<file path="src/rtl/core/sfd_pkg.sv">
`default_nettype none
// ----------------------------------------------------------------------------
// sfd_pkg - shared types and constants of the serial frame deframer
// Parse phases, configuration register indexes, reset values of the sync
// bytes and the result beat record.
// ----------------------------------------------------------------------------
package sfd_pkg;

    localparam int BYTE_W = 8;
    localparam int CFG_INDEX_W = 1;

    // Configuration register indexes
    localparam logic [CFG_INDEX_W-1:0] CFG_FIRST_HEADER  = 1'b0;
    localparam logic [CFG_INDEX_W-1:0] CFG_SECOND_HEADER = 1'b1;

    localparam logic [BYTE_W-1:0] FIRST_HEADER_RESET  = 8'hAA;
    localparam logic [BYTE_W-1:0] SECOND_HEADER_RESET = 8'h55;

    // Result kinds
    localparam logic KIND_PAYLOAD   = 1'b0;
    localparam logic KIND_FRAME_END = 1'b1;

    typedef enum logic [2:0] {
        PH_HDR1 = 3'd0,
        PH_HDR2 = 3'd1,
        PH_TYPE = 3'd2,
        PH_LEN  = 3'd3,
        PH_DATA = 3'd4,
        PH_SUM  = 3'd5
    } phase_t;

    typedef struct packed {
        logic              result_kind;
        logic [BYTE_W-1:0] data_byte;
        logic [BYTE_W-1:0] byte_index;
        logic [BYTE_W-1:0] frame_type;
        logic [BYTE_W-1:0] frame_length;
        logic              checksum_ok;
    } result_t;

endpackage
`default_nettype wire

</file>
<file path="src/rtl/core/sfd_if.sv">
`default_nettype none
// ----------------------------------------------------------------------------
// sfd_if - stream channels of the serial frame deframer
// sfd_byte_if carries received bytes, sfd_result_if carries result beats.
// ----------------------------------------------------------------------------
interface sfd_byte_if;
    logic                       valid;
    logic                       ready;
    logic [sfd_pkg::BYTE_W-1:0] rx_byte;

    modport source (output valid, output rx_byte, input ready);
    modport sink   (input valid, input rx_byte, output ready);
endinterface

interface sfd_result_if;
    logic                       valid;
    logic                       ready;
    logic                       result_kind;
    logic [sfd_pkg::BYTE_W-1:0] data_byte;
    logic [sfd_pkg::BYTE_W-1:0] byte_index;
    logic [sfd_pkg::BYTE_W-1:0] frame_type;
    logic [sfd_pkg::BYTE_W-1:0] frame_length;
    logic                       checksum_ok;

    modport source (
        output valid, output result_kind, output data_byte, output byte_index,
        output frame_type, output frame_length, output checksum_ok,
        input ready
    );
    modport sink (
        input valid, input result_kind, input data_byte, input byte_index,
        input frame_type, input frame_length, input checksum_ok,
        output ready
    );
endinterface
`default_nettype wire

</file>
<file path="src/rtl/core/serial_frame_deframer_xor.sv">
`default_nettype none
// Output timing: a payload or checksum beat's result is registered at the edge
//   that accepts it if the result register is empty or draining, else it is parked in the skid entry.
// Throughput: one received byte per cycle while the skid entry is free; the
//   parse state updates in the same cycle a byte is accepted, and a two-entry
//   output stage keeps input running while one result waits.
// Reset: rst_n (async, active low) returns to the first-header hunt, clears
//   the checksum and frame state, empties the output stage, loads 0xAA/0x55.
// ----------------------------------------------------------------------------
// serial_frame_deframer_xor - header/type/length/payload/XOR frame deframer
// Hunts two sync bytes, captures type and length, emits each payload byte
// with its index and one end beat carrying the checksum verdict.
// ----------------------------------------------------------------------------
module serial_frame_deframer_xor (
    input  wire logic                            clk,
    input  wire logic                            rst_n,
    input  wire logic                            cfg_wr_en,
    input  wire logic [sfd_pkg::CFG_INDEX_W-1:0] cfg_index,
    input  wire logic [sfd_pkg::BYTE_W-1:0]      cfg_data,
    sfd_byte_if.sink                             rx,
    sfd_result_if.source                         res
);

    // ------------------------------------------------------------------
    // Configuration registers: sync byte values
    // ------------------------------------------------------------------
    logic [sfd_pkg::BYTE_W-1:0] first_hdr_reg;
    logic [sfd_pkg::BYTE_W-1:0] second_hdr_reg;

    always_ff @(posedge clk or negedge rst_n)
    begin
        if (!rst_n)
        begin
            first_hdr_reg  <= sfd_pkg::FIRST_HEADER_RESET;
            second_hdr_reg <= sfd_pkg::SECOND_HEADER_RESET;
        end
        else if (cfg_wr_en)
        begin
            unique case (cfg_index)
                sfd_pkg::CFG_FIRST_HEADER:  first_hdr_reg  <= cfg_data;
                sfd_pkg::CFG_SECOND_HEADER: second_hdr_reg <= cfg_data;
                default: ;
            endcase
        end
    end

    // ------------------------------------------------------------------
    // Parse state
    // ------------------------------------------------------------------
    sfd_pkg::phase_t             phase_reg, phase_next;
    logic [sfd_pkg::BYTE_W-1:0]  xor_reg, xor_next;
    logic [sfd_pkg::BYTE_W-1:0]  type_reg, type_next;
    logic [sfd_pkg::BYTE_W-1:0]  length_reg, length_next;
    logic [sfd_pkg::BYTE_W-1:0]  count_reg, count_next;

    logic                        accept;
    logic [sfd_pkg::BYTE_W-1:0]  b;
    logic [sfd_pkg::BYTE_W:0]    count_inc;   // one bit wider: count + 1 may reach 256
    logic                        last_payload;

    // Output stage: result register plus a skid entry
    logic                        out_valid_reg;
    sfd_pkg::result_t            out_reg;
    logic                        skid_valid_reg;
    sfd_pkg::result_t            skid_reg;

    logic                        emit;
    sfd_pkg::result_t            result;
    logic                        out_pop;

    // Stall input only when the skid entry is taken.
    assign rx.ready = !skid_valid_reg;
    assign accept   = rx.valid && rx.ready;
    assign b        = rx.rx_byte;

    assign count_inc    = {1'b0, count_reg} + {{sfd_pkg::BYTE_W{1'b0}}, 1'b1};
    assign last_payload = count_inc >= {1'b0, length_reg};

    // Next phase
    always_comb
    begin
        phase_next = phase_reg;
        if (accept)
        begin
            unique case (phase_reg)
                sfd_pkg::PH_HDR2:
                    phase_next = (b == second_hdr_reg) ? sfd_pkg::PH_TYPE : sfd_pkg::PH_HDR1;
                sfd_pkg::PH_TYPE:
                    phase_next = sfd_pkg::PH_LEN;
                sfd_pkg::PH_LEN:
                    // A zero length goes straight to the checksum byte.
                    phase_next = (b == '0) ? sfd_pkg::PH_SUM : sfd_pkg::PH_DATA;
                sfd_pkg::PH_DATA:
                    phase_next = last_payload ? sfd_pkg::PH_SUM : sfd_pkg::PH_DATA;
                sfd_pkg::PH_SUM:
                    phase_next = sfd_pkg::PH_HDR1;
                default:
                    // First-header hunt; also recovers from unused codes.
                    phase_next = (b == first_hdr_reg) ? sfd_pkg::PH_HDR2 : sfd_pkg::PH_HDR1;
            endcase
        end
    end

    // Datapath and result
    always_comb
    begin
        xor_next    = xor_reg;
        type_next   = type_reg;
        length_next = length_reg;
        count_next  = count_reg;
        emit        = 1'b0;

        result.result_kind  = sfd_pkg::KIND_PAYLOAD;
        result.data_byte    = b;
        result.byte_index   = count_reg;
        result.frame_type   = type_reg;
        result.frame_length = length_reg;
        result.checksum_ok  = 1'b0;

        if (accept)
        begin
            unique case (phase_reg)
                sfd_pkg::PH_HDR2:
                begin
                    if (b == second_hdr_reg)
                        xor_next = xor_reg ^ b;
                end
                sfd_pkg::PH_TYPE:
                begin
                    type_next = b;
                    xor_next  = xor_reg ^ b;
                end
                sfd_pkg::PH_LEN:
                begin
                    length_next = b;
                    count_next  = '0;
                    xor_next    = xor_reg ^ b;
                end
                sfd_pkg::PH_DATA:
                begin
                    xor_next   = xor_reg ^ b;
                    count_next = count_inc[sfd_pkg::BYTE_W-1:0];
                    emit       = 1'b1;
                end
                sfd_pkg::PH_SUM:
                begin
                    // End beat: received checksum against the running XOR.
                    emit               = 1'b1;
                    result.result_kind = sfd_pkg::KIND_FRAME_END;
                    result.byte_index  = '0;
                    result.checksum_ok = (xor_reg == b);
                end
                default:
                begin
                    // Restart the checksum on a first header byte.
                    if (b == first_hdr_reg)
                        xor_next = b;
                end
            endcase
        end
    end

    always_ff @(posedge clk or negedge rst_n)
    begin
        if (!rst_n)
        begin
            phase_reg  <= sfd_pkg::PH_HDR1;
            xor_reg    <= '0;
            type_reg   <= '0;
            length_reg <= '0;
            count_reg  <= '0;
        end
        else
        begin
            phase_reg  <= phase_next;
            xor_reg    <= xor_next;
            type_reg   <= type_next;
            length_reg <= length_next;
            count_reg  <= count_next;
        end
    end

    // ------------------------------------------------------------------
    // Output stage: advance skid into the result register when it drains,
    // otherwise park a new result in the skid entry.
    // ------------------------------------------------------------------
    assign out_pop = out_valid_reg && res.ready;

    always_ff @(posedge clk or negedge rst_n)
    begin
        if (!rst_n)
        begin
            out_valid_reg  <= 1'b0;
            skid_valid_reg <= 1'b0;
        end
        else if (!out_valid_reg || out_pop)
        begin
            if (skid_valid_reg)
            begin
                out_valid_reg  <= 1'b1;
                skid_valid_reg <= 1'b0;
            end
            else
            begin
                out_valid_reg <= emit;
            end
        end
        else if (emit)
        begin
            skid_valid_reg <= 1'b1;
        end
    end

    always_ff @(posedge clk)
    begin
        if (!out_valid_reg || out_pop)
            out_reg <= skid_valid_reg ? skid_reg : result;
        else if (emit)
            skid_reg <= result;
    end

    assign res.valid        = out_valid_reg;
    assign res.result_kind  = out_reg.result_kind;
    assign res.data_byte    = out_reg.data_byte;
    assign res.byte_index   = out_reg.byte_index;
    assign res.frame_type   = out_reg.frame_type;
    assign res.frame_length = out_reg.frame_length;
    assign res.checksum_ok  = out_reg.checksum_ok;

    // ------------------------------------------------------------------
    // Assertions
    // ------------------------------------------------------------------
    a_skid_behind_out: assert property (@(posedge clk) disable iff (!rst_n)
        skid_valid_reg |-> out_valid_reg)
        else $error("skid entry held while result register empty");

    a_no_result_in_header: assert property (@(posedge clk) disable iff (!rst_n)
        (accept && (phase_reg == sfd_pkg::PH_HDR1 || phase_reg == sfd_pkg::PH_HDR2 ||
                    phase_reg == sfd_pkg::PH_TYPE || phase_reg == sfd_pkg::PH_LEN))
        |-> !emit)
        else $error("result emitted for a header, type or length byte");

    a_count_below_length: assert property (@(posedge clk) disable iff (!rst_n)
        (phase_reg == sfd_pkg::PH_DATA) |-> (count_reg < length_reg))
        else $error("payload count reached length while still in payload");

    a_end_returns_to_hunt: assert property (@(posedge clk) disable iff (!rst_n)
        (accept && phase_reg == sfd_pkg::PH_SUM) |=> (phase_reg == sfd_pkg::PH_HDR1))
        else $error("checksum byte did not return to the header hunt");

endmodule
`default_nettype wire

</file>
<file path="src/flat_wrapper.sv">
// flat-port wrapper written by rule: the top's interface ports become plain ports
module serial_frame_deframer_xor_flat 
  (clk, rst_n, cfg_wr_en, cfg_index, cfg_data, rx_valid, rx_rx_byte, rx_ready, res_valid, res_result_kind, res_data_byte, res_byte_index, res_frame_type, res_frame_length, res_checksum_ok, res_ready);
  sfd_byte_if rx_i ();
  sfd_result_if res_i ();
  input  wire logic clk;
  input  wire logic rst_n;
  input  wire logic cfg_wr_en;
  input  wire logic [sfd_pkg::CFG_INDEX_W-1:0] cfg_index;
  input  wire logic [sfd_pkg::BYTE_W-1:0] cfg_data;
  input wire logic [$bits(rx_i.valid)-1:0] rx_valid;
  input wire logic [$bits(rx_i.rx_byte)-1:0] rx_rx_byte;
  output wire logic [$bits(rx_i.ready)-1:0] rx_ready;
  output wire logic [$bits(res_i.valid)-1:0] res_valid;
  output wire logic [$bits(res_i.result_kind)-1:0] res_result_kind;
  output wire logic [$bits(res_i.data_byte)-1:0] res_data_byte;
  output wire logic [$bits(res_i.byte_index)-1:0] res_byte_index;
  output wire logic [$bits(res_i.frame_type)-1:0] res_frame_type;
  output wire logic [$bits(res_i.frame_length)-1:0] res_frame_length;
  output wire logic [$bits(res_i.checksum_ok)-1:0] res_checksum_ok;
  input wire logic [$bits(res_i.ready)-1:0] res_ready;
  assign rx_i.valid = rx_valid;
  assign rx_i.rx_byte = rx_rx_byte;
  assign rx_ready = rx_i.ready;
  assign res_valid = res_i.valid;
  assign res_result_kind = res_i.result_kind;
  assign res_data_byte = res_i.data_byte;
  assign res_byte_index = res_i.byte_index;
  assign res_frame_type = res_i.frame_type;
  assign res_frame_length = res_i.frame_length;
  assign res_checksum_ok = res_i.checksum_ok;
  assign res_i.ready = res_ready;
  serial_frame_deframer_xor u_core (.clk(clk), .rst_n(rst_n), .cfg_wr_en(cfg_wr_en), .cfg_index(cfg_index), .cfg_data(cfg_data), .rx(rx_i), .res(res_i));
endmodule
</file>
<file path="config.mk">
export PLATFORM = sky130hd
export DESIGN_NAME = serial_frame_deframer_xor_flat
export DESIGN_NICKNAME = d
export VERILOG_FILES = /design/src/rtl/core/sfd_pkg.sv /design/src/rtl/core/sfd_if.sv /design/src/rtl/core/serial_frame_deframer_xor.sv /design/src/flat_wrapper.sv
export SDC_FILE = /design/constraint.sdc
export NUM_CORES = 1
export LEC_CHECK = 0
export ABC_CLOCK_PERIOD_IN_PS = 4200
export BUFFER_PORTS_ARGS = -buffer_cell sky130_fd_sc_hd__buf_4
export CAP_MARGIN = 20
export CORE_MARGIN = 10
export CORE_UTILIZATION = 55
export DETAILED_ROUTE_END_ITERATION = 6
export GPL_ROUTABILITY_DRIVEN = 0
export GPL_TIMING_DRIVEN = 0
export PLACE_DENSITY = 0.84
export SYNTH_ARGS = -nofsm -noshare
export SYNTH_HDL_FRONTEND = slang
export SYNTH_SLANG_ARGS = --single-unit
</file>
<file path="constraint.sdc">
create_clock -name clk -period 4.2 [get_ports clk]
set_input_delay 0.63 -clock clk [delete_from_list [all_inputs] [get_ports clk]]
set_output_delay 0.63 -clock clk [all_outputs]
set_load 0.05 [all_outputs]
</file>
==> impl_results.md <==
* Worst Path Arrival at ~2900 ps
* Total I/O pin count at just under 60
* Cell-by-cell listing of the critical path: ha_1, nand3_1, nor2_1, xor2_1, ha_1, nand4_1, o211ai_1, nand4_1, a21oi_1
* Fin nets at 509
* Placeable core region at 9730 µm²
* Post-synth EDFFs at 68
* Hold buffers post-CTS at 0
* Synth warn at 0
* Initial DRC count at 288
* Share of post-route cells with drive strength above 1 at 36.3%
* Slew Viols, Final at 0
* Worst Path Max Fanout at 7
* Flip-flop and latch count after synthesis at ~120
* Skew final at around 7.1 ps
* Run status: finished clean
* Source-to-sink clock delay at the later pin of the worst-skew pair at 530 ps
* Number of clock sinks seen by CTS at between 100 and 150
* Clock tree from TritonCTS: yes
* Terminus of the critical flop-to-flop path: u_core.phase_reg[0]$_DFFE_PN0P_
* Avg WL per Cell at 18.6 µm
* Number of flip-flops in the largest register at 34
* Routed via count at between 3000 and 4000
* Endpoint of the worst setup timing path: u_core.phase_reg[0]$_DFFE_PN0P_
* Category of the critical setup timing path: flop to flop
* Count of buffers from port buffering at 57
* Cell family with most CP delay: simple AND/OR/NAND/NOR gates
* Post-layout instance area at roughly 6700 µm²
* Number of optimization iterations in the first detailed-route pass at 5
* Unique masters post-synth at between 40 and 50
* Post-synth design cell area at between 5000 and 6000 µm²
* Vias in the first global route at between 3000 and 4000
* DP Wirelength at approximately 7400 µm
* Post-Synthesis Net Count at roughly 430
* Crit start category: flop
* Unrepaired setup endpoints after global routing: false
* Post-synthesis average cell area at approximately 14 µm²
* Sum of routed wire length over all layers at about 12000 µm
* Leakage at ~2.8 nW
* Post-DRT Antenna Nets at 0
* Placed inst area at around 6100 µm²
* Clock transition at the registers of the reported paths at roughly 60 ps
* Global-route wire length before repair at 19300 µm
* Reg-to-reg setup timing slack at about 1800 ps
* Initial standard-cell utilization of the core at 56.1%
* Maximum frequency from static timing analysis at 410 MHz
* Aggregate global routing overflow at 0
* Share of power burned in the clock network at between 30% and 40%
* Launch instance of the worst register-to-register path: u_core.count_reg[0]$_DFFE_PN0P_
* Die width at ~120 µm
* Worst min-delay path class: input pin to async pin
* Combinational cell fraction of total power at between 20% and 30%
* Shortest clock period the worst path allows after layout at ~2400 ps
* Required time at the worst-slack endpoint at roughly 4600 ps
* Number of buffers and inverters on the critical path at 0
* Async S/R FF share, synth at 43.8%
* Normalized max-slew margin at a little under two fifths
* Power density over cell area at just over 600 nW/µm²
* Share of the clock period used by the worst path after layout at 58.1%
* Longest Clk Path Bufs at 2
* Post-cts gate resize count at 0
* Via density per instance at approximately 5.6
* Power Internal at between 0.002 and 0.003 W
* Source of the critical timing path: u_core.count_reg[0]$_DFFE_PN0P_
* Element type at the critical path end: flop
* Slowest cell on the critical path: sky130_fd_sc_hd__dfrtp_1
* Hold violation count in the final report at 0
* Area delta synth->final at 22.3%
* Post-CTS setup buffers at 0
* Switching share of total power at 31.2%
* Number of fillers in the final layout at 673
* Post-route insts no fill at 624
* Share of the yosys chip area belonging to registers at between 60% and 70%
* Sequential share of power at 40.3%
* Std cell rows at 36
* DRC violations left at 0
* Number of instances in the placed design at around 600
* Switching component of the power at 0.00127 W
* Count of cells along the worst register-to-register path at 9
* Top_reg_cell synth: sky130_fd_sc_hd__edfxtp_1
* Global-route usage over all layers at approximately 17%
* Max incr delay on CP at about 450 ps
* Synthesized instance count at between 400 and 500
* Cell chosen for the clock root: sky130_fd_sc_hd__clkbuf_8
* Pin slew with the least headroom to its limit at 936 ps
* H-Tree Depth at 4
* Total clock buffers created by CTS at 17
* Number of diodes added for antenna fixing at 0
* Die Ht at approximately 120 µm
* Full die area at 14300 µm²
* Max-cap violations at 0
* Number of setup violations in the final report at 0
* Worst IR drop on VDD at 0.000323 V
* Largest net degree at the start of global routing at between 50 and 60
* Critical path depth at 9
* Number of antenna violations at the first check in global routing at 0
[Yosys cell counts (9+ instances only)]
cell                        n  area share (%)
sky130_fd_sc_hd__xor2_1    12             1.9
sky130_fd_sc_hd__ha_1       9             2.1
sky130_fd_sc_hd__xnor2_1   18             2.9
sky130_fd_sc_hd__dfrtp_1   45              21
sky130_fd_sc_hd__nand2_1   40             2.8
sky130_fd_sc_hd__o21ai_0   13             1.2
sky130_fd_sc_hd__edfxtp_1  68              37
sky130_fd_sc_hd__nand2b_1  11             1.3
sky130_fd_sc_hd__inv_1     10            0.69
sky130_fd_sc_hd__nand3_1   13             1.2
sky130_fd_sc_hd__mux2_2    49              10
[power by group through the flow]
stage | Combinational [W] | Clock [W] | Sequential [W]
finish | 0.000988 | 0.00144 | 0.00164
global route | 0.00106 | 0.00151 | 0.00167
CTS | 0.000993 | 0.00146 | 0.00164
detailed placement | 0.000977 | 0 | 0.00166
global placement | 0.000948 | 0 | 0.00164
floorplan | 0.000416 | 0 | 0.00194
[placed cells by master (no fill, tap or decap), types with 4 or more instances in the layout]
cell type and instances:
sky130_fd_sc_hd__a21oi_1 5, sky130_fd_sc_hd__nand3b_1 8, sky130_fd_sc_hd__edfxtp_1 68, sky130_fd_sc_hd__buf_2 8, sky130_fd_sc_hd__clkbuf_16 16, sky130_fd_sc_hd__dfrtp_1 45
sky130_fd_sc_hd__mux2_4 8, sky130_fd_sc_hd__and2_1 8, sky130_fd_sc_hd__buf_6 5, sky130_fd_sc_hd__nand4_1 8, sky130_fd_sc_hd__o221ai_1 8, sky130_fd_sc_hd__xor2_1 12
sky130_fd_sc_hd__xnor2_1 18, sky130_fd_sc_hd__nand2_1 40, sky130_fd_sc_hd__nor2_1 7, sky130_fd_sc_hd__inv_1 10, sky130_fd_sc_hd__nand2b_1 10, sky130_fd_sc_hd__clkbuf_1 6
sky130_fd_sc_hd__nand3_1 13, sky130_fd_sc_hd__mux2_2 49, sky130_fd_sc_hd__o21ai_0 13, sky130_fd_sc_hd__buf_4 60, sky130_fd_sc_hd__dfstp_2 8, sky130_fd_sc_hd__ha_1 9
sky130_fd_sc_hd__nor4_1 4
[routing by layer]
layer | global-route usage, % | up-vias | share of wire (%)
li1 | - | 1619 | -
met1 | 19.2 | 1729 | 40
met2 | 28.1 | 119 | 51
met3 | 5.44 | 26 | 6.6
met4 | 8.22 | 0 | 2.6
met5 | 0 | - | 0
[worst min-delay path by stage]
stage                                                      to
after floorplan               u_core.count_reg[0]$_DFFE_PN0P_
after global placement           u_core.skid_reg[2]$_DFFE_PP_
after detailed placement         u_core.skid_reg[5]$_DFFE_PP_
after CTS                 u_core.first_hdr_reg[6]$_DFFE_PN0P_
after global routing      u_core.first_hdr_reg[6]$_DFFE_PN0P_
final                     u_core.first_hdr_reg[6]$_DFFE_PN0P_
[area by class of cell]
type | instances | area (µm²) | area share (%)
Sequential cell | 121 | 3380 | 50.6
Multi-Input combinational cell | 247 | 1910 | 28.6
Timing Repair Buffer | 58 | 448 | 6.71
Clock buffer | 17 | 414 | 6.21
Clock inverter | 15 | 174 | 2.61
Tap cell | 133 | 166 | 2.49
Buffer | 22 | 141 | 2.12
Inverter | 11 | 41.3 | 0.619
[stage by stage]
stage	TNS [ps]	hold slack [ps]	worst slack, ps	util (%)	total power (W)
finish	0	156	1760	68.6	0.00407
global route	0	180	1600	68.6	0.00423
CTS	0	162	1820	68.6	0.00410
detailed placement	0	461	1710	62.6	0.00264
global placement	-28520	452	-840	62.2	0.00259
floorplan	0	334	407	-	0.00235
[cell families (layout without fill, tap and decap cells)]
logic type               count (synthesis)  count (layout)  synth area share [%]
flip-flops                             121             121                  61.9
buffers and inverters                   33             123                  3.35
multiplexers                            57              57                  12.3
AND/OR/NAND/NOR                        112             112                  10.8
AO/OA/AOI/OAI                           39              39                  4.75
adder cells (fa/ha/maj)                  9               9                  2.06
XOR/XNOR                                30              30                  4.81
Power figures use the tool's default switching activity.
